## config.mk

```make
export PLATFORM = sky130hd
export DESIGN_NAME = bbw_ring
export DESIGN_NICKNAME = d
export VERILOG_FILES = /design/src/design/bbw_pkg.sv /design/src/design/bbw_ring.sv
export SDC_FILE = /design/constraint.sdc
export NUM_CORES = 2
export LEC_CHECK = 0
export ABC_AREA = 1
export BUFFER_PORTS_ARGS = -buffer_cell sky130_fd_sc_hd__buf_4
export CAP_MARGIN = 25
export CORE_MARGIN = 5
export CORE_UTILIZATION = 45
export CTS_BUF_LIST = sky130_fd_sc_hd__clkbuf_4 sky130_fd_sc_hd__clkbuf_8 sky130_fd_sc_hd__clkbuf_16
export DETAILED_ROUTE_END_ITERATION = 12
export PLACE_DENSITY_LB_ADDON = 0.3
export SLEW_MARGIN = 20
export SYNTH_ARGS = -nofsm -noshare
export SYNTH_HDL_FRONTEND = slang
export SYNTH_SLANG_ARGS = --single-unit
```

## constraint.sdc

```tcl
create_clock -name clk_i -period 6.3 [get_ports clk_i]
set_input_delay 1.26 -clock clk_i [delete_from_list [all_inputs] [get_ports clk_i]]
set_output_delay 1.26 -clock clk_i [all_outputs]
set_load 0.01 [all_outputs]
```

## src/design/bbw_pkg.sv

```systemverilog
// Shared types, widths and constants for the Bollinger band window unit.
// No dependencies; every other file in this folder imports this package.
package bbw_pkg;

  localparam int WINDOW_DEPTH = 64;
  localparam int PRICE_W      = 32;
  localparam int PERIOD_W     = 7;
  localparam int FACTOR_W     = 16;
  localparam int FACTOR_FRAC  = 8;
  localparam int BAND_W       = 41;

  localparam int RING_AW = $clog2(WINDOW_DEPTH);
  localparam int CNT_W   = $clog2(WINDOW_DEPTH + 1);
  localparam int SUM_W   = PRICE_W + RING_AW;
  localparam int SQ_W    = 2 * PRICE_W + RING_AW;
  localparam int NUM_W   = SQ_W + RING_AW;
  localparam int PROD_W  = 2 * PRICE_W;
  localparam int VAR_W   = 2 * PRICE_W;
  localparam int ROOT_W  = PRICE_W;
  localparam int OFF_W   = FACTOR_W + ROOT_W - FACTOR_FRAC;

  // radix-16 restoring divider
  localparam int DIG_W      = 4;
  localparam int DIV_W      = ((NUM_W + DIG_W - 1) / DIG_W) * DIG_W;
  localparam int DIV_STEPS  = DIV_W / DIG_W;
  localparam int MEAN_STEPS = (SUM_W + DIG_W - 1) / DIG_W;
  localparam int MEAN_SHIFT = DIV_W - MEAN_STEPS * DIG_W;
  localparam int STEP_W     = $clog2(DIV_STEPS + 1);
  localparam int DVSR_W     = 2 * RING_AW;

  localparam int SQRT_CNT_W = $clog2(ROOT_W + 1);
  localparam int REM_W      = ROOT_W + 2;

  localparam logic [PERIOD_W-1:0] PERIOD_RESET = PERIOD_W'(20);
  localparam logic [FACTOR_W-1:0] FACTOR_RESET = FACTOR_W'(512);
  localparam int                  PERIOD_MIN   = 2;

  localparam logic signed [BAND_W:0] BAND_MAX_X = {2'b00, {(BAND_W-1){1'b1}}};
  localparam logic signed [BAND_W:0] BAND_MIN_X = {2'b11, {(BAND_W-1){1'b0}}};
  localparam logic [BAND_W-1:0]      BAND_MAX   = {1'b0, {(BAND_W-1){1'b1}}};
  localparam logic [BAND_W-1:0]      BAND_MIN   = {1'b1, {(BAND_W-1){1'b0}}};

  localparam int CFG_AW     = 3;
  localparam int CFG_IDX_W  = 1;
  localparam logic [CFG_IDX_W-1:0] REG_PERIOD = 1'b0;
  localparam logic [CFG_IDX_W-1:0] REG_FACTOR = 1'b1;

  typedef enum logic [3:0] {
    S_IDLE,
    S_ACC,
    S_NUM,
    S_MEAN_GO,
    S_MEAN_WAIT,
    S_VAR_GO,
    S_VAR_WAIT,
    S_ROOT_GO,
    S_ROOT_WAIT,
    S_OFF,
    S_DONE
  } state_e;

  typedef enum logic [2:0] {
    NS_SQ_LO,
    NS_SQ_MID,
    NS_SQ_HI,
    NS_SUM_LO,
    NS_SUM_X,
    NS_SUM_HI,
    NS_END
  } num_step_e;

  typedef enum logic [1:0] {
    DST_NONE,
    DST_SQ,
    DST_NUM_ADD,
    DST_NUM_SUB
  } acc_dst_e;

  typedef struct packed {
    acc_dst_e    dst;
    logic [1:0]  shift;
  } mul_op_t;

  typedef struct packed {
    logic              start;
    logic [STEP_W-1:0] steps;
    logic [DVSR_W-1:0] divisor;
  } div_cmd_t;

  typedef struct packed {
    logic busy;
    logic done;
  } unit_stat_t;

endpackage

```

## src/design/bbw_ring.sv

```systemverilog
// Price ring buffer: one write port, one registered read port.
// Depends on bbw_pkg.
module bbw_ring (
  input  logic                        clk_i,
  input  logic                        we_i,
  input  logic [bbw_pkg::RING_AW-1:0] waddr_i,
  input  logic [bbw_pkg::PRICE_W-1:0] wdata_i,
  input  logic                        re_i,
  input  logic [bbw_pkg::RING_AW-1:0] raddr_i,
  output logic [bbw_pkg::PRICE_W-1:0] rdata_o
);
  import bbw_pkg::*;

  logic [PRICE_W-1:0] mem [WINDOW_DEPTH];
  logic [PRICE_W-1:0] rdata_q;

  always_ff @(posedge clk_i) begin
    if (we_i) begin
      mem[waddr_i] <= wdata_i;
    end
  end

  always_ff @(posedge clk_i) begin
    if (re_i) begin
      rdata_q <= mem[raddr_i];
    end
  end

  assign rdata_o = rdata_q;

endmodule

```

== Word level (Yosys, flattened, before mapping) ==
Memories as Yosys holds them, arrays and structs flattened. A register that Yosys moved wholly into a read port is not among the register bits.
Index checks and enable logic that the tools add are counted.

* Register bits: 0
* Memory bits (writable): 2048
* Bits of input ports: 47
* Memories kept: 1

{| class="wikitable"
|+ Memory list
! name !! words !! bits a word !! read ports !! clocked after Yosys merged registers in !! write ports !! line !! source
|-
| mem || 64 || 32 || 1 || 1 || 1 || bbw_ring.sv:14 || <nowiki>logic [PRICE_W-1:0] mem [WINDOW_DEPTH];</nowiki>
|}

* Multiplexer cells: 2

{| class="wikitable"
|+ Operator list
! operator !! count
|-
| $mux W1 || 2
|}

== Longest topological paths before layout ==
* Depth after elaboration: 2
* Depth in mapped cells: 13
* Mapped depth without buffers: 9

== Worst setup path before layout ==
OpenSTA, ideal clock, no wires.

* Path type: input-to-reg
* Start: input port we_i
* End: memory mem[48][0], enable pin
* Buffers on the path: 1
* Slack: 910 ps
* Arrival: 4888 ps
* Library setup time: 502 ps
* Cell stages on the path: 3
* Cell sequence: clkbuf_1 > nand4_1 > nor4_1

* Longest elaborated chain between the ends: 2

{| class="wikitable"
|+ Ends and longest elaborated chain
! element !! line !! source
|-
| start, declared || bbw_ring.sv:5 || <nowiki>input logic we_i,</nowiki>
|-
| $mux W1 || bbw_ring.sv:18 || <nowiki>if (we_i) begin</nowiki>
|-
| $mux W1 (implied by the code) || bbw_ring.sv:19 || <nowiki>mem[waddr_i] <= wdata_i;</nowiki>
|-
| end, declared || bbw_ring.sv:14 ||
|}

No other way between the ends.

==> impl_metrics.ini <==
[run_status]
status = finished, final reports clean

[timing]
tns_ns = 0
max_slew_margin_pct = 25.7
finalCritPeriodShare_pct = 58.1
rsz0062_at_grt = false
setup_viol = 0
fin_worst_skew_ns = 0.0315
fin_crit_ns = 3.66
worstMarginPinSlew_ns = 1.11
fmax_ghz = 0.273
slew_violations = 0
fin_ws_ns = 2.64
hold_viol = 0

[yosys]
ys_ff_latch = 2080
yosys.area_share.simple_pct = 22.0
synth_cells = 6769
muxShareOfSynthArea_pct = 0
synth_fp_nets = 6816
avgSynthCellArea_um2 = 12.3
synth-seq-area-share_pct = 75.2
synth-compound-area-share_pct = 0
ys_warn_count = 0
syn-cell-area_um2 = 83100
ys_types = 15
synthAdderAreaFrac_pct = 0
synthXorXnorAreaFrac_pct = 0
synth_top_family_by_area = simple AND/OR/NAND/NOR gates

[worst_hold_path]
hold_path.class = flip-flop to flip-flop

[drt]
wirelength_um = 240000
dr.pass1.iters = 7
vias = 54500
drcViolationCount = 0
wire_per_inst_um = 25.6
ant_nets = 0
viasPerCell = 5.82
drt_iter0_markers = 6792

[cells_and_area]
final_common_cell = nand2_1
register_area_um2 = 62500
syn_to_final_growth_pct = 11.9
instances_no_fill = 9358
multi_input_area_um2 = 18800
fin_nets = 6776
final_util_pct = 50.7
n_fill_cell = 15400
most-common-layout-cells = 2,248 x nand2_1, 2,080 x edfxtp_1, 1,907 x nand3_1
drive_above_1_share_pct = 8.38

[setup_path]
crit_buf_inv = 3
required_ns = 7.00
cp_max_fo = 189
worstPathCellList = buf_8 > inv_16 > buf_12 > nand2_1 > nand3_1 > nand3_1 > nand2_1 > nand2_1 > nand3_1 > nand3_1 > nand2_1
critPathTopFamily = simple AND/OR/NAND/NOR gates
ff2ff_setup_slack_ns = 4.37
max_stage_delay_ns = 0.68
critPathKind = input pin to flip-flop
crit_arrival_ns = 4.36
end_kind = flip-flop
slowest_stage = buf_12
cp-start-kind = input pin

[clock_network]
clk_pin_slew_ns = 0.07
post_cts_resized = 0
cts_setup_buffers = 0
cts_root_buf = clkbuf_16
clkSinkCount = 2080
clk_path_buf_depth = 3
cts_hold_buf = 0
cts-buffers-inserted = 199
cts_htree_levels = 4
cts_tree = yes
clkLatencyLatePin_ns = 0.86

[placed_design]
post-place-ws_ns = 1.90
gp_congestion = 0.846
place_inst = 8991
io_buffers = 78
place_hpwl_um = 125000

[floorplan]
core-area_um2 = 183000
die_h_um = 440
die_x_um = 440
die_area_um2 = 193000
placementRows = 157
io_pins = 79
start_util_pct = 45.3

[global_route]
grt_max_degree = 190
overflow = 0
antenna_found_initial = 8
grt_pass1_wl_um = 349000
grt_pass1_vias = 51500
grt_usage_pct = 24.5

[power]
power_density_nw_per_um2 = 311
ir_drop_mv = 0.263
power.leakage_nw = 32.3

[job]
cap_violations = 0
-- synth_stat cells --
cell type | count | area (um^2)
buf_1 | 40 | 150
buf_2 | 282 | 1410
buf_4 | 45 | 338
buf_6 | 3 | 33.8
buf_8 | 2 | 30.0
clkbuf_1 | 77 | 289
edfxtp_1 | 2080 | 62500
inv_1 | 9 | 33.8
inv_2 | 2 | 7.51
inv_4 | 1 | 6.26
nand2_1 | 2248 | 8440
nand3_1 | 1907 | 9540
nand4_1 | 9 | 56.3
nor2_1 | 56 | 210
nor4_1 | 8 | 50.1
-- flip-flops by register name, summed over array words and instances, names as in the netlist --
signal   count
rdata_o     32
mem       2048
-- where the power goes --
group          total, W  internal (W)  switching [W]
logic           0.00179      0.000407        0.00138
clock network    0.0117       0.00659        0.00516
registers        0.0154        0.0154      0.0000573
-- layer usage --
layer / vias to the layer above / GRT usage [%] / part of all wire, %
met4: 0 / 11.8 / 5.4
met2: 3067 / 37.5 / 45
met1: 26900 / 34.1 / 39
met3: 522 / 4.50 / 10
met5: - / 0 / 0
li1: 24100 / - / -
-- stage by stage --
step / hold slack (ns) / instance area (um^2) / total power [W]
detailed placement: 0.862 / 86500 / 0.0175
floorplan: 0.797 / 83100 / 0.0166
finish: 0.888 / 92900 / 0.0289
global route: 0.888 / 92900 / 0.0298
global placement: 0.852 / 86100 / 0.0174
CTS: 0.890 / 92900 / 0.0291
-- worst paths after layout --
| path | start | to | depth (start not counted) |
|---|---|---|---|
| max | raddr_i[0] | rdata_o[8] | 11 |
| min | mem[4][18] | rdata_o[18] | 8 |
| max reg2reg | mem[26][8] | rdata_o[8] | 8 |
| min reg2reg | mem[4][18] | rdata_o[18] | 8 |
-- worst min-delay path, cell delays in order, from the launching register on --
cell and delay (ns):
edfxtp_1 0.32, nand2_1 0.05, nand3_1 0.06, nand3_1 0.06
nand3_1 0.07, nand2_1 0.05, nand2_1 0.06, nand3_1 0.06
nand2_1 0.06
-- logic make-up (layout without fill, tap and decap cells) --
kind of cell / Yosys count / after routing
and+or+nand+nor: 4228 / 4228
DFF: 2080 / 2080
buffers and inverters: 461 / 578
other: 0 / 8
-- layout make-up --
| class | instances | share of cell area, % |
|---|---|---|
| Tap cell | 2464 | 3.32 |
| Sequential cell | 2080 | 67.2 |
| Multi-Input combinational cell | 4228 | 20.2 |
| Timing Repair Buffer | 208 | 2.27 |
| Antenna cell | 8 | 0.0215 |
| Clock buffer | 247 | 5.77 |
| Clock inverter | 111 | 1.13 |
| Inverter | 12 | 0.0875 |
Note: power is estimated with default switching activity, not from simulation.
