## config.mk

```make
export PLATFORM = sky130hd
export DESIGN_NAME = bbw_mul
export DESIGN_NICKNAME = d
export VERILOG_FILES = /design/src/design/bbw_pkg.sv /design/src/design/bbw_mul.sv
export SDC_FILE = /design/constraint.sdc
export NUM_CORES = 2
export LEC_CHECK = 0
export BUFFER_PORTS_ARGS = -buffer_cell sky130_fd_sc_hd__buf_2
export CAP_MARGIN = 20
export CORE_MARGIN = 8
export CORE_UTILIZATION = 40
export CTS_CLUSTER_SIZE = 10
export DETAILED_ROUTE_END_ITERATION = 16
export GPL_TIMING_DRIVEN = 0
export PLACE_DENSITY = 0.58
export SLEW_MARGIN = 25
export SYNTH_ARGS = -nofsm -noshare
export SYNTH_HDL_FRONTEND = slang
export SYNTH_SLANG_ARGS = --single-unit
export TNS_END_PERCENT = 5
```

## constraint.sdc

```tcl
create_clock -name clk_i -period 1 [get_ports clk_i]
set_input_delay 0.2 -clock clk_i [delete_from_list [all_inputs] [get_ports clk_i]]
set_output_delay 0.2 -clock clk_i [all_outputs]
set_load 0.01 [all_outputs]
```

## src/design/bbw_pkg.sv

```systemverilog
// Shared types, widths and constants for the Bollinger band window unit.
// No dependencies; every other file in this folder imports this package.
package bbw_pkg;

  localparam int WINDOW_DEPTH = 64;
  localparam int PRICE_W      = 32;
  localparam int PERIOD_W     = 7;
  localparam int FACTOR_W     = 16;
  localparam int FACTOR_FRAC  = 8;
  localparam int BAND_W       = 41;

  localparam int RING_AW = $clog2(WINDOW_DEPTH);
  localparam int CNT_W   = $clog2(WINDOW_DEPTH + 1);
  localparam int SUM_W   = PRICE_W + RING_AW;
  localparam int SQ_W    = 2 * PRICE_W + RING_AW;
  localparam int NUM_W   = SQ_W + RING_AW;
  localparam int PROD_W  = 2 * PRICE_W;
  localparam int VAR_W   = 2 * PRICE_W;
  localparam int ROOT_W  = PRICE_W;
  localparam int OFF_W   = FACTOR_W + ROOT_W - FACTOR_FRAC;

  // radix-16 restoring divider
  localparam int DIG_W      = 4;
  localparam int DIV_W      = ((NUM_W + DIG_W - 1) / DIG_W) * DIG_W;
  localparam int DIV_STEPS  = DIV_W / DIG_W;
  localparam int MEAN_STEPS = (SUM_W + DIG_W - 1) / DIG_W;
  localparam int MEAN_SHIFT = DIV_W - MEAN_STEPS * DIG_W;
  localparam int STEP_W     = $clog2(DIV_STEPS + 1);
  localparam int DVSR_W     = 2 * RING_AW;

  localparam int SQRT_CNT_W = $clog2(ROOT_W + 1);
  localparam int REM_W      = ROOT_W + 2;

  localparam logic [PERIOD_W-1:0] PERIOD_RESET = PERIOD_W'(20);
  localparam logic [FACTOR_W-1:0] FACTOR_RESET = FACTOR_W'(512);
  localparam int                  PERIOD_MIN   = 2;

  localparam logic signed [BAND_W:0] BAND_MAX_X = {2'b00, {(BAND_W-1){1'b1}}};
  localparam logic signed [BAND_W:0] BAND_MIN_X = {2'b11, {(BAND_W-1){1'b0}}};
  localparam logic [BAND_W-1:0]      BAND_MAX   = {1'b0, {(BAND_W-1){1'b1}}};
  localparam logic [BAND_W-1:0]      BAND_MIN   = {1'b1, {(BAND_W-1){1'b0}}};

  localparam int CFG_AW     = 3;
  localparam int CFG_IDX_W  = 1;
  localparam logic [CFG_IDX_W-1:0] REG_PERIOD = 1'b0;
  localparam logic [CFG_IDX_W-1:0] REG_FACTOR = 1'b1;

  typedef enum logic [3:0] {
    S_IDLE,
    S_ACC,
    S_NUM,
    S_MEAN_GO,
    S_MEAN_WAIT,
    S_VAR_GO,
    S_VAR_WAIT,
    S_ROOT_GO,
    S_ROOT_WAIT,
    S_OFF,
    S_DONE
  } state_e;

  typedef enum logic [2:0] {
    NS_SQ_LO,
    NS_SQ_MID,
    NS_SQ_HI,
    NS_SUM_LO,
    NS_SUM_X,
    NS_SUM_HI,
    NS_END
  } num_step_e;

  typedef enum logic [1:0] {
    DST_NONE,
    DST_SQ,
    DST_NUM_ADD,
    DST_NUM_SUB
  } acc_dst_e;

  typedef struct packed {
    acc_dst_e    dst;
    logic [1:0]  shift;
  } mul_op_t;

  typedef struct packed {
    logic              start;
    logic [STEP_W-1:0] steps;
    logic [DVSR_W-1:0] divisor;
  } div_cmd_t;

  typedef struct packed {
    logic busy;
    logic done;
  } unit_stat_t;

endpackage

```

## src/design/bbw_mul.sv

```systemverilog
// Shared 32x32 multiplier with registered product and tag.
// Depends on bbw_pkg.
module bbw_mul (
  input  logic                        clk_i,
  input  logic                        rst_ni,
  input  logic                        issue_i,
  input  bbw_pkg::mul_op_t            op_i,
  input  logic [bbw_pkg::PRICE_W-1:0] a_i,
  input  logic [bbw_pkg::PRICE_W-1:0] b_i,
  output logic                        vld_o,
  output bbw_pkg::mul_op_t            op_o,
  output logic [bbw_pkg::PROD_W-1:0]  prod_o
);
  import bbw_pkg::*;

  logic              vld_q;
  mul_op_t           op_q;
  logic [PROD_W-1:0] prod_q;

  always_ff @(posedge clk_i or negedge rst_ni) begin
    if (!rst_ni) begin
      vld_q <= 1'b0;
    end else begin
      vld_q <= issue_i;
    end
  end

  always_ff @(posedge clk_i) begin
    if (issue_i) begin
      prod_q <= PROD_W'(a_i) * PROD_W'(b_i);
      op_q   <= op_i;
    end
  end

  assign vld_o  = vld_q;
  assign op_o   = op_q;
  assign prod_o = prod_q;

endmodule

```

* Yosys cells after proc, flatten, opt, wreduce, memory -nomap -nowiden *
Cells that the tools add are included.

storage, ports and cells
  register bits = 69
  input port bits = 71
  output and inout bits = 69
  word-level logic and storage cells = 5

operators by class
  $mul = 1

operators with widths
  kind                                            number
  32-bit by 32-bit multiplier with 64-bit output  1

* Longest topological paths before layout *
  depth after elaboration = 1
  mapped depth = 29

* Worst setup path after synthesis *
OpenSTA, ideal clock, no wires.

  path type = input -> register
  start point = in a_i[25] (netlist name)
  end point = reg prod_q[62] (netlist: prod_o[62]) (data pin)
  arrival time = 6.817 ns
  slack = -6.079 ns
  stages = 25
  cells stage by stage = clkbuf_1 -> nand2_1 -> fa_1 -> inv_1 -> fa_1 -> inv_1 -> fa_1 -> inv_1 -> fa_1 -> fa_1 -> fa_1 -> fa_1 -> inv_1 -> fa_1 -> inv_1 -> ha_1 -> buf_2 -> nand4_1 -> or4_1 -> or3_1 -> a31oi_1 -> a31o_2 -> a211oi_1 -> o21ai_1 -> xor2_1

on the way
  word-level cells in the longest chain between the ends = 1

RTL lines
  item                                            line           RTL
  from (decl)                                     bbw_mul.sv:8   input logic [bbw_pkg::PRICE_W-1:0] a_i,
  32-bit by 32-bit multiplier with 64-bit output  bbw_mul.sv:30  prod_q <= PROD_W'(a_i) * PROD_W'(b_i);
  to (signal assigned)                            bbw_mul.sv:30
  to (decl)                                       bbw_mul.sv:18  logic [PROD_W-1:0] prod_q;

Every way passes these cells.
A chain may end at the register's enable or synchronous reset.

* Worst setup path in the final report *
  start point = in a_i[20] (netlist name)
  end point = reg prod_q[62] (netlist: prod_o[62]) (data pin)

Same word-level chain as after synthesis.

==> results.yml <==
worst_hold_path:
  worst_hold_path_type: "input port to register"
floorplanning:
  fp.dieArea_um2: 98400
  design.portCount: 140
  die-height_um: 314
  rows: 109
  starting_density_of_the_core: 0.403
  core_um2: 88100
  die_width_um: 314
route:
  drt.antenna.violating_nets: 0
  vias_per_cell: 5.33
  detail_route.wirelength_um: 139000
  drt_iter0_markers: 2422
  dr_total_vias: 27540
  routed_wire_length_per_instance_um: 26.9
  route.detailed.drc: 0
  detailedRoute.firstPassIterationCount: 5
global_route:
  grt-ovfl-total: 0
  track_usage: 0.282
  grt_pass1_wl_um: 200000
  initial_antenna_violation_count: 26
  largest_net_degree_at_the_start_of_global_routing: 50
  grt_pass1_vias: 29105
clock_tree:
  clkSlewWorstSetupHoldPaths_ps: 60
  htree_levels: 3
  cts_tree: "yes"
  cts.sinks: 69
  number_of_buffers_created_by_cts: 9
  clockRootBuffer: "sky130_fd_sc_hd__clkbuf_16"
  clock_path_buffers: 2
placed_design:
  numPortBuffers: 139
  post_dp_cell_area_um2: 37900
  dp_cells: 5058
  place.detailed.hpwl_um: 113000
  gpl.final_weighted_congestion: 1.04
logic_synthesis:
  post_synth_inst_count: 3753
  synth_enable_flop_cells: 68
  yosysWarnings: 0
  synth_flop_cell: "sky130_fd_sc_hd__edfxtp_1"
  ys_async_sr_fraction: 0.0145
  synth.avg_cell_area_um2: 9.45
  yosysSeqAreaShare: 0.0583
  synthesized_net_count: 4983
  ys_types: 58
  synth.ff_latch_count: 69
  syn_area_um2: 35500
layout:
  filler_cell_count: 8580
  synthToLayoutAreaGrowth_pct: 17.2
  multi_input_area_um2: 30000
  final_layout_size_suffix_gt1_frac: 0.148
  layout.cells.most_common: "sky130_fd_sc_hd__fa_1"
  instances_no_fill: 5165
  post_route_utilization: 0.472
  final_cell_area_um2: 41500
  sequential_cell_area_um2: 2070
  num-nets-final: 5217
  final_cell_mix: "sky130_fd_sc_hd__fa_1, sky130_fd_sc_hd__inv_1, sky130_fd_sc_hd__and2_1, sky130_fd_sc_hd__nand2_1, sky130_fd_sc_hd__ha_1"
status:
  violated_checks: "setup timing"
  run_status: "finished with violations"
timing:
  max_slew.worst_pin.slew_ps: 1000
  min_period_ps: 7380
  setup_viol: 131
  worst_setup_slack_final_ps: -6380
  clock.fmax_mhz: 136
  relSlewSlack: 0.330
  timing.final.crit_share: 7.38
  grt_setup_unrepaired: "true"
  finalMaxSlewViolations: 0
  number_of_endpoints_with_negative_hold_slack_in_the_final_report: 0
worst_setup_path:
  critical_path.startpoint_type: "input port"
  worst_ep_required_time_ps: 1090
  timing.critical_path.fanout_max: 10
  critical_path_class: "input port to register"
  crit_arrival_ps: 7470
  end_kind: "register"
run:
  maxCapViolCount: 0
[cells in the mapped netlist, drive strengths merged (2+ instances only)]
library cell / count / share of area
fa: 896 / 0.51
inv: 865 / 0.092
and2: 602 / 0.11
nand2: 480 / 0.051
ha: 263 / 0.093
clkbuf: 213 / 0.023
edfxtp: 68 / 0.058
a21oi: 66 / 0.0096
a21o: 40 / 0.0085
xnor2: 35 / 0.0086
o21ai: 26 / 0.0037
xor2: 25 / 0.0062
nand4: 23 / 0.0041
nor2: 20 / 0.0021
and3: 14 / 0.0025
a31oi: 12 / 0.0021
o21bai: 11 / 0.0024
nand3: 10 / 0.0014
o21a: 9 / 0.0019
buf: 7 / 0.00095
nor3: 7 / 0.00099
o31ai: 5 / 0.0022
a221o: 4 / 0.0011
a221oi: 4 / 0.0025
a211oi: 3 / 0.00064
a21boi: 3 / 0.00064
and4: 3 / 0.00074
o221ai: 3 / 0.00074
or2: 3 / 0.00053
or3: 3 / 0.00053
or4: 3 / 0.00064
a311oi: 2 / 0.00049
and3b: 2 / 0.00049
nand2b: 2 / 0.00035
nor2b: 2 / 0.00035
o211ai: 2 / 0.00042
o221a: 2 / 0.00064
[sequential cells by signal (all words and copies together), names as in the netlist]
name / cells
op_o: 4
prod_o: 64
vld_o: 1
[through the flow]
step / hold slack, ps / setup slack (ps) / TNS, ps
3_3_place_gp: -24.8 / -7900 / -465540
2_1_floorplan: -95.6 / -5870 / -303790
6_report: 24.1 / -6380 / -325440
5_1_grt: 7.67 / -6460 / -337500
4_1_cts: 5.33 / -6240 / -324690
3_5_place_dp: -24.7 / -7740 / -404790
[final timing paths]
kind	start	endpoint	slack, ps	depth (start not counted)
max	a_i[20]	prod_o[62]	-6380	23
min	op_i[1]	op_o[1]	20	1
max in group asynchronous	rst_ni	vld_o	780	2
min in group asynchronous	rst_ni	vld_o	140	2
[kinds of logic (layout without fill, tap and decap cells)]
kind of cell               after synthesis  in the layout  synth area share
adders and majority gates             1159           1159             0.599
DFF                                     69             69            0.0583
muxes                                    1              1          0.000282
xor gates and xnor gates                60             60            0.0148
buffers and inverters                 1085           1324             0.115
AOI/OAI and AO/OA                      202            202            0.0406
and+or+nand+nor                       1177           1177             0.172
other                                    0              8                 0
[per-layer routing]
layer	vias up	GRT usage	part of all wire
met2	1361	0.451	0.45
met3	385	0.0537	0.087
li1	11420	-	-
met1	14372	0.355	0.38
met5	-	0	0.000094
met4	2	0.170	0.081
[repair_timing]
| action | in CTS | in global routing |
|---|---|---|
| pin swaps | 54 | 41 |
| buffers inserted | 50 | 36 |
| endpoints found under the setup margin | 133 | 131 |
| hold endpoints to repair | 1 | 1 |
| resized for setup | 580 | 125 |
| hold buffers | 1 | 1 |
| gates cloned | 2 | 0 |
[layout make-up]
type / instances / share of cell area
sequential: 69 / 0.0498
clock inverter: 7 / 0.00238
antenna: 8 / 0.000482
inverter: 865 / 0.0781
clock buffer: 9 / 0.00542
multi-input combinational: 2599 / 0.721
buffer: 213 / 0.0679
timing repair buffer: 230 / 0.0395
tap: 1165 / 0.0351
[critical path, cell delays in order]
cell,delay (ps)
sky130_fd_sc_hd__buf_2,140
sky130_fd_sc_hd__clkbuf_4,240
sky130_fd_sc_hd__and2_1,210
sky130_fd_sc_hd__fa_1,500
sky130_fd_sc_hd__inv_1,50
sky130_fd_sc_hd__fa_1,580
sky130_fd_sc_hd__fa_2,520
sky130_fd_sc_hd__fa_1,560
sky130_fd_sc_hd__inv_1,60
sky130_fd_sc_hd__fa_1,480
sky130_fd_sc_hd__fa_1,570
sky130_fd_sc_hd__fa_1,440
sky130_fd_sc_hd__fa_2,650
sky130_fd_sc_hd__ha_2,370
sky130_fd_sc_hd__a21oi_4,170
sky130_fd_sc_hd__o21a_1,190
sky130_fd_sc_hd__a2bb2oi_4,200
sky130_fd_sc_hd__o211a_1,240
sky130_fd_sc_hd__a31oi_4,140
sky130_fd_sc_hd__a31o_4,320
sky130_fd_sc_hd__a211oi_4,320
sky130_fd_sc_hd__o21ai_1,130
sky130_fd_sc_hd__xor2_1,160
Power is left out: the tool's default activity adds up to more than one toggle a clock period on the data nets, which glitch-free logic cannot reach.
