**config.mk**
```make
export PLATFORM = sky130hd
export DESIGN_NAME = bbw_div
export DESIGN_NICKNAME = d
export VERILOG_FILES = /design/src/design/bbw_pkg.sv /design/src/design/bbw_div.sv
export SDC_FILE = /design/constraint.sdc
export NUM_CORES = 1
export LEC_CHECK = 0
export ABC_AREA = 1
export ABC_CLOCK_PERIOD_IN_PS = 8000
export BUFFER_PORTS_ARGS = -buffer_cell sky130_fd_sc_hd__buf_2
export CAP_MARGIN = 0
export CORE_MARGIN = 10
export CORE_UTILIZATION = 56
export CTS_CLUSTER_DIAMETER = 120
export DETAILED_ROUTE_END_ITERATION = 7
export PLACE_DENSITY = 0.86
export RECOVER_POWER = 25
export SETUP_SLACK_MARGIN = 0.15
export SYNTH_ARGS = -nofsm -noshare
export SYNTH_HDL_FRONTEND = slang
export SYNTH_SLANG_ARGS = --single-unit
export TNS_END_PERCENT = 10
```
**constraint.sdc**
```tcl
create_clock -name clk_i -period 8 [get_ports clk_i]
set_clock_uncertainty 0.05 [all_clocks]
set_input_delay 0.8 -clock clk_i [delete_from_list [all_inputs] [get_ports clk_i]]
set_output_delay 0.8 -clock clk_i [all_outputs]
set_load 0.02 [all_outputs]
```
**src/design/bbw_pkg.sv**
```systemverilog
// Shared types, widths and constants for the Bollinger band window unit.
// No dependencies; every other file in this folder imports this package.
package bbw_pkg;

  localparam int WINDOW_DEPTH = 64;
  localparam int PRICE_W      = 32;
  localparam int PERIOD_W     = 7;
  localparam int FACTOR_W     = 16;
  localparam int FACTOR_FRAC  = 8;
  localparam int BAND_W       = 41;

  localparam int RING_AW = $clog2(WINDOW_DEPTH);
  localparam int CNT_W   = $clog2(WINDOW_DEPTH + 1);
  localparam int SUM_W   = PRICE_W + RING_AW;
  localparam int SQ_W    = 2 * PRICE_W + RING_AW;
  localparam int NUM_W   = SQ_W + RING_AW;
  localparam int PROD_W  = 2 * PRICE_W;
  localparam int VAR_W   = 2 * PRICE_W;
  localparam int ROOT_W  = PRICE_W;
  localparam int OFF_W   = FACTOR_W + ROOT_W - FACTOR_FRAC;

  // radix-16 restoring divider
  localparam int DIG_W      = 4;
  localparam int DIV_W      = ((NUM_W + DIG_W - 1) / DIG_W) * DIG_W;
  localparam int DIV_STEPS  = DIV_W / DIG_W;
  localparam int MEAN_STEPS = (SUM_W + DIG_W - 1) / DIG_W;
  localparam int MEAN_SHIFT = DIV_W - MEAN_STEPS * DIG_W;
  localparam int STEP_W     = $clog2(DIV_STEPS + 1);
  localparam int DVSR_W     = 2 * RING_AW;

  localparam int SQRT_CNT_W = $clog2(ROOT_W + 1);
  localparam int REM_W      = ROOT_W + 2;

  localparam logic [PERIOD_W-1:0] PERIOD_RESET = PERIOD_W'(20);
  localparam logic [FACTOR_W-1:0] FACTOR_RESET = FACTOR_W'(512);
  localparam int                  PERIOD_MIN   = 2;

  localparam logic signed [BAND_W:0] BAND_MAX_X = {2'b00, {(BAND_W-1){1'b1}}};
  localparam logic signed [BAND_W:0] BAND_MIN_X = {2'b11, {(BAND_W-1){1'b0}}};
  localparam logic [BAND_W-1:0]      BAND_MAX   = {1'b0, {(BAND_W-1){1'b1}}};
  localparam logic [BAND_W-1:0]      BAND_MIN   = {1'b1, {(BAND_W-1){1'b0}}};

  localparam int CFG_AW     = 3;
  localparam int CFG_IDX_W  = 1;
  localparam logic [CFG_IDX_W-1:0] REG_PERIOD = 1'b0;
  localparam logic [CFG_IDX_W-1:0] REG_FACTOR = 1'b1;

  typedef enum logic [3:0] {
    S_IDLE,
    S_ACC,
    S_NUM,
    S_MEAN_GO,
    S_MEAN_WAIT,
    S_VAR_GO,
    S_VAR_WAIT,
    S_ROOT_GO,
    S_ROOT_WAIT,
    S_OFF,
    S_DONE
  } state_e;

  typedef enum logic [2:0] {
    NS_SQ_LO,
    NS_SQ_MID,
    NS_SQ_HI,
    NS_SUM_LO,
    NS_SUM_X,
    NS_SUM_HI,
    NS_END
  } num_step_e;

  typedef enum logic [1:0] {
    DST_NONE,
    DST_SQ,
    DST_NUM_ADD,
    DST_NUM_SUB
  } acc_dst_e;

  typedef struct packed {
    acc_dst_e    dst;
    logic [1:0]  shift;
  } mul_op_t;

  typedef struct packed {
    logic              start;
    logic [STEP_W-1:0] steps;
    logic [DVSR_W-1:0] divisor;
  } div_cmd_t;

  typedef struct packed {
    logic busy;
    logic done;
  } unit_stat_t;

endpackage

```
**src/design/bbw_div.sv**
```systemverilog
// Restoring divider, four quotient bits per cycle, narrow divisor.
// Depends on bbw_pkg.
module bbw_div (
  input  logic                       clk_i,
  input  logic                       rst_ni,
  input  bbw_pkg::div_cmd_t          cmd_i,
  input  logic [bbw_pkg::DIV_W-1:0]  dividend_i,
  output bbw_pkg::unit_stat_t        stat_o,
  output logic [bbw_pkg::VAR_W-1:0]  quot_o
);
  import bbw_pkg::*;

  logic [DIV_W-1:0]  dvd_q;
  logic [DVSR_W-1:0] rem_q, rem_d, dvsr_q;
  logic [VAR_W-1:0]  quo_q;
  logic [STEP_W-1:0] cnt_q;
  logic              busy_q, done_q;
  logic [DIG_W-1:0]  qbits;

  always_comb begin
    logic [DVSR_W:0] r;
    r     = {1'b0, rem_q};
    qbits = '0;
    for (int i = 0; i < DIG_W; i++) begin
      r = {r[DVSR_W-1:0], dvd_q[DIV_W-1-i]};
      if (r >= {1'b0, dvsr_q}) begin
        r = r - {1'b0, dvsr_q};
        qbits[DIG_W-1-i] = 1'b1;
      end
    end
    rem_d = r[DVSR_W-1:0];
  end

  always_ff @(posedge clk_i or negedge rst_ni) begin
    if (!rst_ni) begin
      busy_q <= 1'b0;
      done_q <= 1'b0;
      cnt_q  <= '0;
    end else begin
      done_q <= busy_q && (cnt_q == STEP_W'(1));
      if (cmd_i.start) begin
        busy_q <= 1'b1;
        cnt_q  <= cmd_i.steps;
      end else if (busy_q) begin
        cnt_q <= cnt_q - 1'b1;
        if (cnt_q == STEP_W'(1)) begin
          busy_q <= 1'b0;
        end
      end
    end
  end

  always_ff @(posedge clk_i) begin
    if (cmd_i.start) begin
      dvd_q  <= dividend_i;
      dvsr_q <= cmd_i.divisor;
      rem_q  <= '0;
      quo_q  <= '0;
    end else if (busy_q) begin
      dvd_q <= dvd_q << DIG_W;
      rem_q <= rem_d;
      quo_q <= {quo_q[VAR_W-DIG_W-1:0], qbits};
    end
  end

  assign stat_o = '{busy: busy_q, done: done_q};
  assign quot_o = quo_q;

endmodule

```
== After elaboration in Yosys (flattened, before gate mapping) ==
Index checks and enable logic that the tools add are counted.

* Register bits after elaboration: 171
* Input bits: 96
* Output and inout bits: 66
* Logic and storage cells: 34

* Add/sub/neg operators: 5
* Magnitude comparators: 4
* Eq/ne operators: 1
* Muxes and demuxes: 15
* Reduce and logical (&&, ||, !) cells: 2

{| class="wikitable"
|+ Operator list
! cell !! number
|-
| 2-to-1 mux 76 bit || 2
|-
| greater-or-equal comparator 13 x 12 -> 1 bit || 4
|-
| 2-to-1 mux 12 bit || 4
|-
| subtractor 12 bit || 4
|-
| 2-to-1 mux 5 bit || 2
|-
| 2-to-1 mux 1 bit || 7
|-
| == test 5 x 1 -> 1 bit, second input constant || 1
|-
| subtractor 5 x 1 -> 5 bit, second input constant || 1
|-
| nonzero test 2 bit || 1
|-
| logical AND 1 bit || 1
|}

== Longest topological paths before layout ==
* Depth after elaboration: 8
* Mapped depth: 55

== Worst setup path after synthesis ==
No wires, ideal clock.

* Path type: register to register
* From: register dvsr_q[1]
* To: register rem_q[10]
* Arrival: 6.718 ns
* Data required time: 7.838 ns
* Setup slack: 1.120 ns
* Cell stages (with the launch flop): 50
* Path buffers: 4
* Cell sequence: edfxtp_1 > inv_1 > ha_1 > nand2_1 > nor2_1 > nand2_1 > nand3_2 > nand2_2 > nand3_4 > buf_6 > nand2_1 > o21a_1 > inv_1 > ha_1 > a21oi_2 > nand2_1 > nand3_1 > nand4_1 > (+14 left out) > o21ai_1 > inv_1 > ha_1 > a21oi_1 > o21ai_0 > nand2_1 > o2111ai_1 > nand2_1 > inv_1 > o21ai_0 > nand2_1 > a21oi_2 > nand2_4 > buf_6 > nand2_2 > nand2_1 > nand2_1 > nand2_1

* Longest elaborated chain between the ends: 8
* Elaborated cells between the ends (all ways): 12

{| class="wikitable"
|+ RTL lines
! item !! RTL line !! source
|-
| from (decl) || bbw_div.sv:14 || <nowiki>logic [DVSR_W-1:0] rem_q, rem_d, dvsr_q;</nowiki>
|-
| from (signal assigned) || bbw_div.sv:56 || <nowiki>dvsr_q <= cmd_i.divisor;</nowiki>
|-
| subtractor 12 bit / greater-or-equal comparator 13 x 12 -> 1 bit (equally long branches) || bbw_div.sv:27, bbw_div.sv:26 ||
|-
| 2-to-1 mux 12 bit || bbw_div.sv:26 || <nowiki>if (r >= {1'b0, dvsr_q}) begin</nowiki>
|-
| subtractor 12 bit / greater-or-equal comparator 13 x 12 -> 1 bit (equally long branches) || bbw_div.sv:27, bbw_div.sv:26 ||
|-
| 2-to-1 mux 12 bit || bbw_div.sv:26 ||
|-
| subtractor 12 bit / greater-or-equal comparator 13 x 12 -> 1 bit (equally long branches) || bbw_div.sv:27, bbw_div.sv:26 ||
|-
| 2-to-1 mux 12 bit || bbw_div.sv:26 ||
|-
| subtractor 12 bit / greater-or-equal comparator 13 x 12 -> 1 bit (equally long branches) || bbw_div.sv:27, bbw_div.sv:26 ||
|-
| 2-to-1 mux 12 bit (*) || bbw_div.sv:26 ||
|-
| to (signal assigned) || bbw_div.sv:61 || <nowiki>rem_q <= rem_d;</nowiki>
|-
| to (decl) || bbw_div.sv:14 ||
|}

Mark *: on every way between the ends. The rest lies on a longest branch, timed or not.
A chain may end at the register's enable or synchronous reset.

== Worst setup path after layout ==
* From: register dvsr_q[1]
* To: register rem_q[6]

The elaborated chain is that of the path after synthesis.

==> key figures <==
Hold path
  • Hold Crit Class: in -> async

Synth
  • Mapped Avg Cell Area: 8.02 um^2
  • Synth unique cells: 48
  • Ys Warns: 0
  • Flip-flop and latch count after synthesis: 171
  • Top-area cell type share of the netlist area: 0.280
  • Post-synthesis sequential area ratio: 0.460
  • Synth Area in XOR/XNOR: 0.0316
  • Ranking of synthesized cells by area: edfxtp_1 28%, nand2_1 17%, dfxtp_1 16%, inv_1 6.6%, ha_1 6.6%
  • Gate Count Post-Synth: 1,177
  • EDFF count, synth: 88
  • Ys async rst share: 0.0409
  • Mux contribution to synthesized area: 0
  • Post-Synth Simple-Gate Area: 0.249
  • Combinational family with the most area after synthesis: simple AND/OR/NAND/NOR gates
  • Synthesized cell area: 9440 um^2
  • Synth area leader: edfxtp_1
  • Synth Flop Type: edfxtp_1
  • Adder-cell share of the synthesized area: 0.0748
  • Mapped Nets: 1,327
  • Compound-cell area share of the yosys netlist: 0.0951

Floorplan
  • I/O pins: 162
  • Die area: 22,400 um^2
  • Die width: 150 um
  • Initial Util: 0.571
  • Core Region: 16,500 um^2
  • Die height: 150 um
  • Row Count: 47

STA
  • Final setup fails: 0
  • Clock period minus worst slack: 7.38 ns
  • Slew margin rel.: -1.65
  • Setup TNS Final: 0 ns
  • Final WS setup: 0.619 ns
  • Least-Margin Pin Slew: 3.98 ns
  • Max Transition Viols Final: 94
  • Period Utilization, post-route: 0.923
  • F_max: 135 MHz
  • Unrepaired setup endpoints after global routing: no
  • Final number of hold-violating endpoints: 0

Route
  • Vias: 8,230
  • Via density: 5.20
  • Remaining DRCs: 0
  • DRT Pass-1 Iters: 5
  • Detailed-route wire length: 26,100 um
  • Routed len/inst: 16.5 um
  • DRT iter0 DRCs: 567
  • Number of routed nets with antenna violations: 0

Place
  • Pre-CTS setup slack: 0.238 ns
  • HPWL Detailed: 19,900 um
  • Gpl congestion: 0.958
  • IO buf count: 161
  • Cell Area, Placed: 10,500 um^2

Layout
  • # nets final: 1,499
  • Area Growth Syn to Fin: 18.1%
  • # fillers: 1,356
  • Core Util, Final: 0.674
  • Final instance area: 11,100 um^2
  • Commonest non-fill, non-tap cell in the layout: nand2_1
  • Reg area: 4340 um^2
  • Commonest cells after routing, fill and taps aside: 419 x nand2_1, 163 x inv_1, 107 x buf_2
  • Footprint of the multi-input gates: 4300 um^2
  • Share of layout cells above drive strength 1: 0.164

CTS
  • Root Buffer: clkbuf_16
  • Worst-path clk slew: 0.07 ns
  • Clk sink count: 171
  • H-tree levels: 4
  • CTS buffer count: 17
  • TritonCTS clock tree: yes
  • Max clock buf depth: 2
  • Worst skew pair latency: 0.43 ns

Worst setup path
  • CP Data Required Time: 8.32 ns
  • Slowest-stage cell, CP: fa_1
  • R2R setup slack: 0.62 ns
  • Critical path type: reg -> reg
  • Worst setup EP type: flip-flop
  • Setup crit start kind: flip-flop
  • Worst path max stage delay: 0.47 ns
  • CP arrival: 7.70 ns
  • Top cell by count, worst path: nand2_1
  • CP Max Fanout: 14

Global routing
  • Largest net degree at the start of global routing: 94
  • First-pass GRT wire length: 40,700 um
  • Tot GR Track Use: 0.228
  • Grt peak-use layer: met2
  • Met3 Use GR: 0.0550
  • Overflow after GRT: 0
  • M2 GR Usage: 0.376
  • Initial antenna violation count: 1
  • Number of global-route vias before repair: 7,845
  • Grt met1 use: 0.288

Job
  • # Max-Cap Violations: 1

Run status
  • Failing checks: max-capacitance violations, max-slew violations
  • Status: complete, but fails checks
-- timing repair --
| item | CTS | global route |
|---|---|---|
| resized for setup | 0 | 13 |
| hold buffers | 0 | 0 |
| setup buffers | 0 | 12 |
| endpoints found under the setup margin | 0 | 13 |
-- sequential cells by signal, indices dropped and copies added, names as in the netlist --
register and count:
cnt_q 5, busy_q 1, dvsr_q 12, rem_q 12, dvd_q 76, done_q 1, quot_o 64
-- per-layer routing --
| layer | vias up | part of all wire |
|---|---|---|
| met5 | - | 0 |
| met4 | 0 | 0.024 |
| met3 | 39 | 0.064 |
| met2 | 282 | 0.49 |
| met1 | 3749 | 0.42 |
| li1 | 4160 | - |
-- logic make-up after synthesis --
| group | Yosys count |
|---|---|
| adder cells (fa/ha/maj) | 54 |
| buffers and inverters | 216 |
| flip-flops | 171 |
| AO/OA/AOI/OAI | 149 |
| XOR/XNOR | 34 |
| AND/OR/NAND/NOR | 553 |
-- worst max-delay path, delay by kind of cell (launching register included) --
family	cells	cell delay (ns)
AO/OA/AOI/OAI	11	2.08
adder cells (fa/ha/maj)	4	1.50
buffers and inverters	7	0.81
flip-flops	1	0.43
AND/OR/NAND/NOR	20	2.44
-- worst paths after layout --
| check | from | endpoint | depth (start not counted) |
|---|---|---|---|
| min in group clk_i | quot_o[62] | quot_o[62] | 2 |
| max reg2reg | dvsr_q[1] | rem_q[6] | 42 |
| max | dvsr_q[1] | rem_q[6] | 42 |
| min | rst_ni | busy_q | 1 |
| min reg2reg | quot_o[62] | quot_o[62] | 2 |
| max in group asynchronous | rst_ni | cnt_q[3] | 1 |
-- layout make-up --
| type | count | share of cell area |
|---|---|---|
| Clock buffer | 18 | 0.0404 |
| Timing Repair Buffer | 191 | 0.0861 |
| Tap cell | 220 | 0.0247 |
| Inverter | 177 | 0.0602 |
| Clock inverter | 14 | 0.0132 |
| Sequential cell | 171 | 0.389 |
| Multi-Input combinational cell | 791 | 0.385 |
| Antenna cell | 2 | 0.000449 |
-- cell usage after synthesis, drive strengths merged, types with 4 or more instances --
master    n
o22ai    58
fa        4
buf      10
nor2     41
a21oi    36
xor2     20
nor3     11
dfxtp    76
ha       50
dfrtp     7
o211ai    4
o21ai    37
clkbuf   29
xnor2    14
nand2   429
nand4     9
edfxtp   88
inv     176
nand3    58
-- stage by stage --
stage                     hold WS, ns  std cells
after floorplan                 0.399       1177
after global placement          0.385       1537
after detailed placement        0.401       1537
after CTS                       0.132       1569
after global routing            0.221       1583
final                           0.205       1584
Power is not shown: default switching activity piles up to over one toggle a cycle in this logic, so the estimate is an artifact.
