--- src/design/bbw_pkg.sv ---
// Shared types, widths and constants for the Bollinger band window unit.
// No dependencies; every other file in this folder imports this package.
package bbw_pkg;

  localparam int WINDOW_DEPTH = 64;
  localparam int PRICE_W      = 32;
  localparam int PERIOD_W     = 7;
  localparam int FACTOR_W     = 16;
  localparam int FACTOR_FRAC  = 8;
  localparam int BAND_W       = 41;

  localparam int RING_AW = $clog2(WINDOW_DEPTH);
  localparam int CNT_W   = $clog2(WINDOW_DEPTH + 1);
  localparam int SUM_W   = PRICE_W + RING_AW;
  localparam int SQ_W    = 2 * PRICE_W + RING_AW;
  localparam int NUM_W   = SQ_W + RING_AW;
  localparam int PROD_W  = 2 * PRICE_W;
  localparam int VAR_W   = 2 * PRICE_W;
  localparam int ROOT_W  = PRICE_W;
  localparam int OFF_W   = FACTOR_W + ROOT_W - FACTOR_FRAC;

  // radix-16 restoring divider
  localparam int DIG_W      = 4;
  localparam int DIV_W      = ((NUM_W + DIG_W - 1) / DIG_W) * DIG_W;
  localparam int DIV_STEPS  = DIV_W / DIG_W;
  localparam int MEAN_STEPS = (SUM_W + DIG_W - 1) / DIG_W;
  localparam int MEAN_SHIFT = DIV_W - MEAN_STEPS * DIG_W;
  localparam int STEP_W     = $clog2(DIV_STEPS + 1);
  localparam int DVSR_W     = 2 * RING_AW;

  localparam int SQRT_CNT_W = $clog2(ROOT_W + 1);
  localparam int REM_W      = ROOT_W + 2;

  localparam logic [PERIOD_W-1:0] PERIOD_RESET = PERIOD_W'(20);
  localparam logic [FACTOR_W-1:0] FACTOR_RESET = FACTOR_W'(512);
  localparam int                  PERIOD_MIN   = 2;

  localparam logic signed [BAND_W:0] BAND_MAX_X = {2'b00, {(BAND_W-1){1'b1}}};
  localparam logic signed [BAND_W:0] BAND_MIN_X = {2'b11, {(BAND_W-1){1'b0}}};
  localparam logic [BAND_W-1:0]      BAND_MAX   = {1'b0, {(BAND_W-1){1'b1}}};
  localparam logic [BAND_W-1:0]      BAND_MIN   = {1'b1, {(BAND_W-1){1'b0}}};

  localparam int CFG_AW     = 3;
  localparam int CFG_IDX_W  = 1;
  localparam logic [CFG_IDX_W-1:0] REG_PERIOD = 1'b0;
  localparam logic [CFG_IDX_W-1:0] REG_FACTOR = 1'b1;

  typedef enum logic [3:0] {
    S_IDLE,
    S_ACC,
    S_NUM,
    S_MEAN_GO,
    S_MEAN_WAIT,
    S_VAR_GO,
    S_VAR_WAIT,
    S_ROOT_GO,
    S_ROOT_WAIT,
    S_OFF,
    S_DONE
  } state_e;

  typedef enum logic [2:0] {
    NS_SQ_LO,
    NS_SQ_MID,
    NS_SQ_HI,
    NS_SUM_LO,
    NS_SUM_X,
    NS_SUM_HI,
    NS_END
  } num_step_e;

  typedef enum logic [1:0] {
    DST_NONE,
    DST_SQ,
    DST_NUM_ADD,
    DST_NUM_SUB
  } acc_dst_e;

  typedef struct packed {
    acc_dst_e    dst;
    logic [1:0]  shift;
  } mul_op_t;

  typedef struct packed {
    logic              start;
    logic [STEP_W-1:0] steps;
    logic [DVSR_W-1:0] divisor;
  } div_cmd_t;

  typedef struct packed {
    logic busy;
    logic done;
  } unit_stat_t;

endpackage

--- src/design/bbw_isqrt.sv ---
// Digit-by-digit integer square root, one root bit per cycle.
// Depends on bbw_pkg.
module bbw_isqrt (
  input  logic                        clk_i,
  input  logic                        rst_ni,
  input  logic                        start_i,
  input  logic [bbw_pkg::VAR_W-1:0]   radicand_i,
  output bbw_pkg::unit_stat_t         stat_o,
  output logic [bbw_pkg::ROOT_W-1:0]  root_o
);
  import bbw_pkg::*;

  logic [VAR_W-1:0]      v_q;
  logic [REM_W-1:0]      rem_q, rem_d;
  logic [ROOT_W-1:0]     root_q;
  logic [SQRT_CNT_W-1:0] cnt_q;
  logic                  busy_q, done_q, ge;
  logic [REM_W+1:0]      r2, trial, diff;

  always_comb begin
    r2    = {rem_q, v_q[VAR_W-1 -: 2]};
    trial = {2'b00, root_q, 2'b01};
    diff  = r2 - trial;
    ge    = (r2 >= trial);
    rem_d = ge ? diff[REM_W-1:0] : r2[REM_W-1:0];
  end

  always_ff @(posedge clk_i or negedge rst_ni) begin
    if (!rst_ni) begin
      busy_q <= 1'b0;
      done_q <= 1'b0;
      cnt_q  <= '0;
    end else begin
      done_q <= busy_q && (cnt_q == SQRT_CNT_W'(1));
      if (start_i) begin
        busy_q <= 1'b1;
        cnt_q  <= SQRT_CNT_W'(ROOT_W);
      end else if (busy_q) begin
        cnt_q <= cnt_q - 1'b1;
        if (cnt_q == SQRT_CNT_W'(1)) begin
          busy_q <= 1'b0;
        end
      end
    end
  end

  always_ff @(posedge clk_i) begin
    if (start_i) begin
      v_q    <= radicand_i;
      rem_q  <= '0;
      root_q <= '0;
    end else if (busy_q) begin
      v_q    <= v_q << 2;
      rem_q  <= rem_d;
      root_q <= {root_q[ROOT_W-2:0], ge};
    end
  end

  assign stat_o = '{busy: busy_q, done: done_q};
  assign root_o = root_q;

endmodule

--- config.mk ---
export PLATFORM = sky130hd
export DESIGN_NAME = bbw_isqrt
export DESIGN_NICKNAME = d
export VERILOG_FILES = /design/src/design/bbw_pkg.sv /design/src/design/bbw_isqrt.sv
export SDC_FILE = /design/constraint.sdc
export NUM_CORES = 1
export LEC_CHECK = 0
export BUFFER_PORTS_ARGS = -buffer_cell sky130_fd_sc_hd__buf_2
export CAP_MARGIN = 20
export CORE_MARGIN = 8
export CORE_UTILIZATION = 53
export DETAILED_ROUTE_END_ITERATION = 10
export GPL_TIMING_DRIVEN = 0
export PLACE_DENSITY = 0.74
export SETUP_SLACK_MARGIN = 0.4
export SYNTH_ARGS = -nofsm -noshare
export SYNTH_HDL_FRONTEND = slang
export SYNTH_SLANG_ARGS = --single-unit
--- constraint.sdc ---
create_clock -name clk_i -period 2.3 [get_ports clk_i]
set_input_delay 0.345 -clock clk_i [delete_from_list [all_inputs] [get_ports clk_i]]
set_output_delay 0.345 -clock clk_i [all_outputs]
set_load 0.005 [all_outputs]
# Word-level counts from Yosys, hierarchy flattened
# Cells that the tools add are included.
[totals] wordCells=20 output_inout_bits=34 register_bits=138
[classes] reduce_logical=2 n_addsub=2 n_eq_ne=1 order_cmp=1 muxes=8
[ops] op="two-way mux 64 bit" n=2
[ops] op=">= comparator 36 x 34 -> 1 bit" n=1
[ops] op="two-way mux 34 bit" n=1
[ops] op="subtractor 34 bit" n=1
[ops] op="two-way mux 6 bit" n=2
[ops] op="equality test 6 x 1 -> 1 bit, second input constant" n=1
[ops] op="subtractor 6 x 1 -> 6 bit, second input constant" n=1
[ops] op="two-way mux 1 bit" n=3
[ops] op="nonzero test 2 bit" n=1
[ops] op="logical AND 1 bit" n=1

# Depth between registers and ports, before layout
[logic_depth] ltp_word=4 mapped_depth=14 ltp_nobuf=11

# Worst setup path after synthesis
# OpenSTA, ideal clock, no wires.
[synth_timing] kind="input to register" from="input start_i" to="register v_q[0], enable pin" arrival_time_ns=2.301 stages=5 path_buffers=3 setup_slack_ns=-0.418 setup_ns=0.418 cell_sequence="clkbuf_1 > clkbuf_1 > nor2_1 > clkbuf_1 > inv_1"
[synth_via] elab_chain_len=1
[synth_lines] element="start, declared" line_no="bbw_isqrt.sv:6" text="input logic start_i,"
[synth_lines] element="nonzero test 2 bit (no line)"
[synth_lines] element="end signal, assigned" line_no="bbw_isqrt.sv:49" text="v_q <= radicand_i;"
[synth_lines] element="end signal, assigned" line_no="bbw_isqrt.sv:53" text="v_q <= v_q << 2;"
[synth_lines] element="end, declared" line_no="bbw_isqrt.sv:13" text="logic [VAR_W-1:0] v_q;"
# Every way passes these cells.
# A chain may end at the register's enable or synchronous reset.

# Worst setup path in the final report
[layout_timing] from="register root_q[0] (netlist: root_o[0])" to="register rem_q[24]"
[layout_via] elab_chain_len=2 word_cells_on_any_way=3 classes_between="add/sub: 1; order compare: 1; mux: 1"
[layout_lines] element="start, declared" line_no="bbw_isqrt.sv:15" text="logic [ROOT_W-1:0] root_q;"
[layout_lines] element="start signal, assigned" line_no="bbw_isqrt.sv:55" text="root_q <= {root_q[ROOT_W-2:0], ge};"
[layout_lines] element="subtractor 34 bit / >= comparator 36 x 34 -> 1 bit (equally long branches)" line_no="bbw_isqrt.sv:23, bbw_isqrt.sv:24"
[layout_lines] element="two-way mux 34 bit (*)" line_no="bbw_isqrt.sv:25" text="rem_d = ge ? diff[REM_W-1:0] : r2[REM_W-1:0];"
[layout_lines] element="end signal, assigned" line_no="bbw_isqrt.sv:54" text="rem_q <= rem_d;"
[layout_lines] element="end, declared" line_no="bbw_isqrt.sv:14" text="logic [REM_W-1:0] rem_q, rem_d;"
# Every way passes the cells marked *; elsewhere a longest branch is shown, timed or not.

==> results.cfg <==
[routing]
firstDrtPassIters = 6
drc = 0
wl_per_cell_um = 18.85
drt_iter0_drc = 527
wl_um = 20940
viasPerCell = 5.746
via_count = 6384
ant_nets = 0

[final_layout]
seqCellArea_mm2 = 0.003478
syn2layout_area_growth_pct = 36.77
instances_no_fill = 1111
finalNetCount = 1021
fin_area_mm2 = 0.01040
multi_input_area_mm2 = 0.004473
n_antenna_cell = 0
layout-drive-gt1-share_pct = 43.39
final.fill_count = 913

[grt]
grt_antenna_before_repair = 0
grt_util_all_layers_pct = 22.51
grt_pass1_vias = 6735
grt_overflow = 0
use_met3_pct = 6.491
met1_usage_pct = 25.93
grt_pass1_wl_um = 33350
grt_max_degree = 49
busiest_layer = met2
met2_usage_pct = 38.30

[synthesis]
ys_seq_area_share_pct = 45.30
synthFlopType = dfxtp_1
synth.ff_latch_count = 138
synth_common_cells = nor2_1 (86), dfxtp_1 (66), edfxtp_1 (64), mux2_2 (62), mux2i_1 (57)
yosysTopAreaCell = edfxtp_1
synthTopCellsByArea = edfxtp_1 (25%), dfxtp_1 (17%), mux2_2 (9.2%)
synth_fp_nets = 837
synthCells = 734
synth_edf_count = 64
async_flop_share_pct = 5.797
synth.most_common_cell = nor2_1
yosysWarningCount = 0
yosysUniqueCellTypes = 55
avgSynthCellArea_um2 = 10.36
yosysTopAreaCellShare_pct = 25.28
syn_area_mm2 = 0.007601

[clock_network]
cts_made_buffers = 17
cts.path.max_buffers = 2
cts_root_buf = clkbuf_16
htree_levels = 4
cts.sink_count = 138
cts.reportedPaths.clkPinSlew_ns = 0.07
cts_tree = done
clk_latency_ns = 0.42

[setup_path]
r2r_end = rem_q[24]$_SDFFE_PP0P_
start_kind = flop
crit_chain = inv_1 -> ha_4 -> nor2b_4 -> o31ai_4 -> a211o_1 -> a21boi_4 -> o31ai_2 -> a22oi_2 -> buf_6 -> buf_12 -> mux2i_4 -> a211oi_2
cp_slowest_cell = dfxtp_4
crit_arrival_ns = 2.98
ff2ff_path_depth = 12
path_class = reg2reg
path_max_fanout = 5
r2r-start = root_o[0]$_SDFFE_PP0P_
slowest_delay_ns = 0.36
r2r_slack_ns = -0.42
worst_setup_path_end_kind = flop
crit_required_ns = 2.57

[die]
die_w_um = 135.8
die-area_mm2 = 0.01843
std_cell_rows = 43
core_mm2 = 0.01393
ios = 101
start_util_pct = 54.55
die_h_um = 135.8

[power_and_ir_drop]
combPwrFrac_pct = 56.6
seqPwrFrac_pct = 23.6
intPower_mw = 9.109
p_per_area_mw_per_mm2 = 1408
p_sw_mw = 5.529
clock_power_share_pct = 19.8
swShare_pct = 37.77
p_leak_nw = 4.626
peakVddDrop_mv = 0.7155

[placement]
dp_cells = 1014
dpl-instance-area_mm2 = 0.008678
hpwl_um = 13420
place_congestion = 0.9108
portBuffers = 99

[timing]
skew_ns = 0.006390
fin_ws_ns = -0.4153
max_freq_mhz = 368.3
rsz0062_at_grt = yes
drv_slew = 0
min_period_over_period_pct = 118.1
worstMarginPinSlew_ns = 0.7375
fin_crit_ns = 2.715
setup_viol = 35
slew-limit-headroom_pct = 50.65
finalHoldViolations = 0

[min_path]
hp-start = radicand_i[0]
hold_end = v_q[0]$_SDFFCE_PN0P_
min_path_type = in2reg
min_path_cells = 2

[run]
drv_cap = 0

[run_status]
outcome = finished, violations left
violations = setup timing
==> how the worst max path moves through the flow <==
stage	slack, ns	endpoint	cells past startpoint	startpoint
2_1_floorplan	-0.1	rem_q[33]$_SDFFE_PP0P_	12	root_o[13]$_SDFFE_PP0P_
3_3_place_gp	-0.58	rem_q[26]$_SDFFE_PP0P_	12	root_o[26]$_SDFFE_PP0P_
3_5_place_dp	-0.67	rem_q[26]$_SDFFE_PP0P_	12	root_o[26]$_SDFFE_PP0P_
4_1_cts	-0.30	rem_q[7]$_SDFFE_PP0P_	12	root_o[26]$_SDFFE_PP0P_
5_1_grt	-0.50	rem_q[24]$_SDFFE_PP0P_	12	root_o[6]$_SDFFE_PP0P_
6_report	-0.42	rem_q[24]$_SDFFE_PP0P_	12	root_o[0]$_SDFFE_PP0P_
==> worst max-delay path, delay by kind of cell (launching register included) <==
| family | cells | cell delay (ns) |
|---|---|---|
| DFF | 1 | 0.36 |
| buffers and inverters | 3 | 0.43 |
| and+or+nand+nor | 1 | 0.19 |
| muxes | 1 | 0.22 |
| adders and majority gates | 1 | 0.29 |
| AOI/OAI and AO/OA | 6 | 1.05 |
==> power by group through the flow <==
stage / combinational (mW) / sequential, mW / clock, mW
3_3_place_gp: 5.76 / 3.42 / 0
3_5_place_dp: 5.92 / 3.43 / 0
5_1_grt: 8.81 / 3.50 / 3.02
6_report: 8.28 / 3.46 / 2.90
2_1_floorplan: 4.82 / 3.33 / 0
4_1_cts: 7.26 / 3.41 / 2.92
==> stage by stage <==
| stage | setup WS [ns] | setup TNS [ns] | utilization, % | power, mW | hold slack (ns) |
|---|---|---|---|---|---|
| 3_5_place_dp | -0.6742 | -16.15 | 62.28 | 9.358 | 0.1940 |
| 4_1_cts | -0.3014 | -9.138 | 71.89 | 13.59 | 0.1904 |
| 2_1_floorplan | -0.09588 | -0.8988 | - | 8.151 | 0.04941 |
| 6_report | -0.4153 | -11.40 | 74.61 | 14.64 | 0.2024 |
| 5_1_grt | -0.5037 | -15.13 | 74.61 | 15.32 | 0.2108 |
| 3_3_place_gp | -0.5794 | -31.31 | 62.14 | 9.178 | 0.1899 |
==> sequential cells by signal, summed over array words and instances, names as in the netlist <==
register,flops
v_q,64
rem_q,34
root_o,32
cnt_q,6
busy_q,1
done_q,1
==> layer usage <==
layer	up-vias	part of all wire, %	routed length, um
li1	3011	-	-
met5	-	0	0
met1	3085	41	8546
met4	0	2.5	527
met3	50	7.0	1461
met2	238	50	10410
==> final cells by class <==
type / instances / area share [%]
Timing Repair Buffer: 165 / 10.24
Multi-Input combinational cell: 510 / 43.03
Buffer: 45 / 3.586
Clock inverter: 14 / 1.781
Tap cell: 180 / 2.166
Clock buffer: 18 / 4.224
Inverter: 41 / 1.516
Sequential cell: 138 / 33.46
==> timing repair <==
item | CTS | global route
pin swaps | 33 | 30
hold endpoints to repair | 8 | 0
gates cloned | 1 | 0
buffers inserted | 48 | 15
endpoints found under the setup margin | 115 | 67
resized for setup | 72 | 54
hold buffers | 1 | 0
==> logic make-up after synthesis <==
family	count (synthesis)	synth area share (%)
adder cells (fa/ha/maj)	36	5.926
AND/OR/NAND/NOR	169	9.860
AO/OA/AOI/OAI	152	13.45
multiplexers	119	16.69
buffers and inverters	86	4.856
flip-flops	138	45.30
XOR/XNOR	34	3.918
==> cell usage in the layout, fill, tap and decap left out, drive strengths merged, types with 4 or more instances in the layout <==
cell type | Yosys | layout
a211oi | 24 | 24
a21o | 25 | 25
a21oi | 34 | 34
a31oi | 10 | 10
buf | 25 | 189
clkbuf | 20 | 38
clkinv | 0 | 5
dfrtp | 8 | 8
dfxtp | 66 | 66
edfxtp | 64 | 64
ha | 36 | 36
inv | 41 | 45
mux2 | 62 | 62
mux2i | 57 | 57
nand2 | 40 | 40
nand2b | 4 | 4
nand4 | 10 | 10
nor2 | 86 | 86
nor3 | 7 | 7
o21a | 6 | 6
o21ai | 24 | 24
o21bai | 5 | 5
o31ai | 7 | 7
xnor2 | 24 | 24
xor2 | 10 | 10
(Power assumes the default switching activity.)
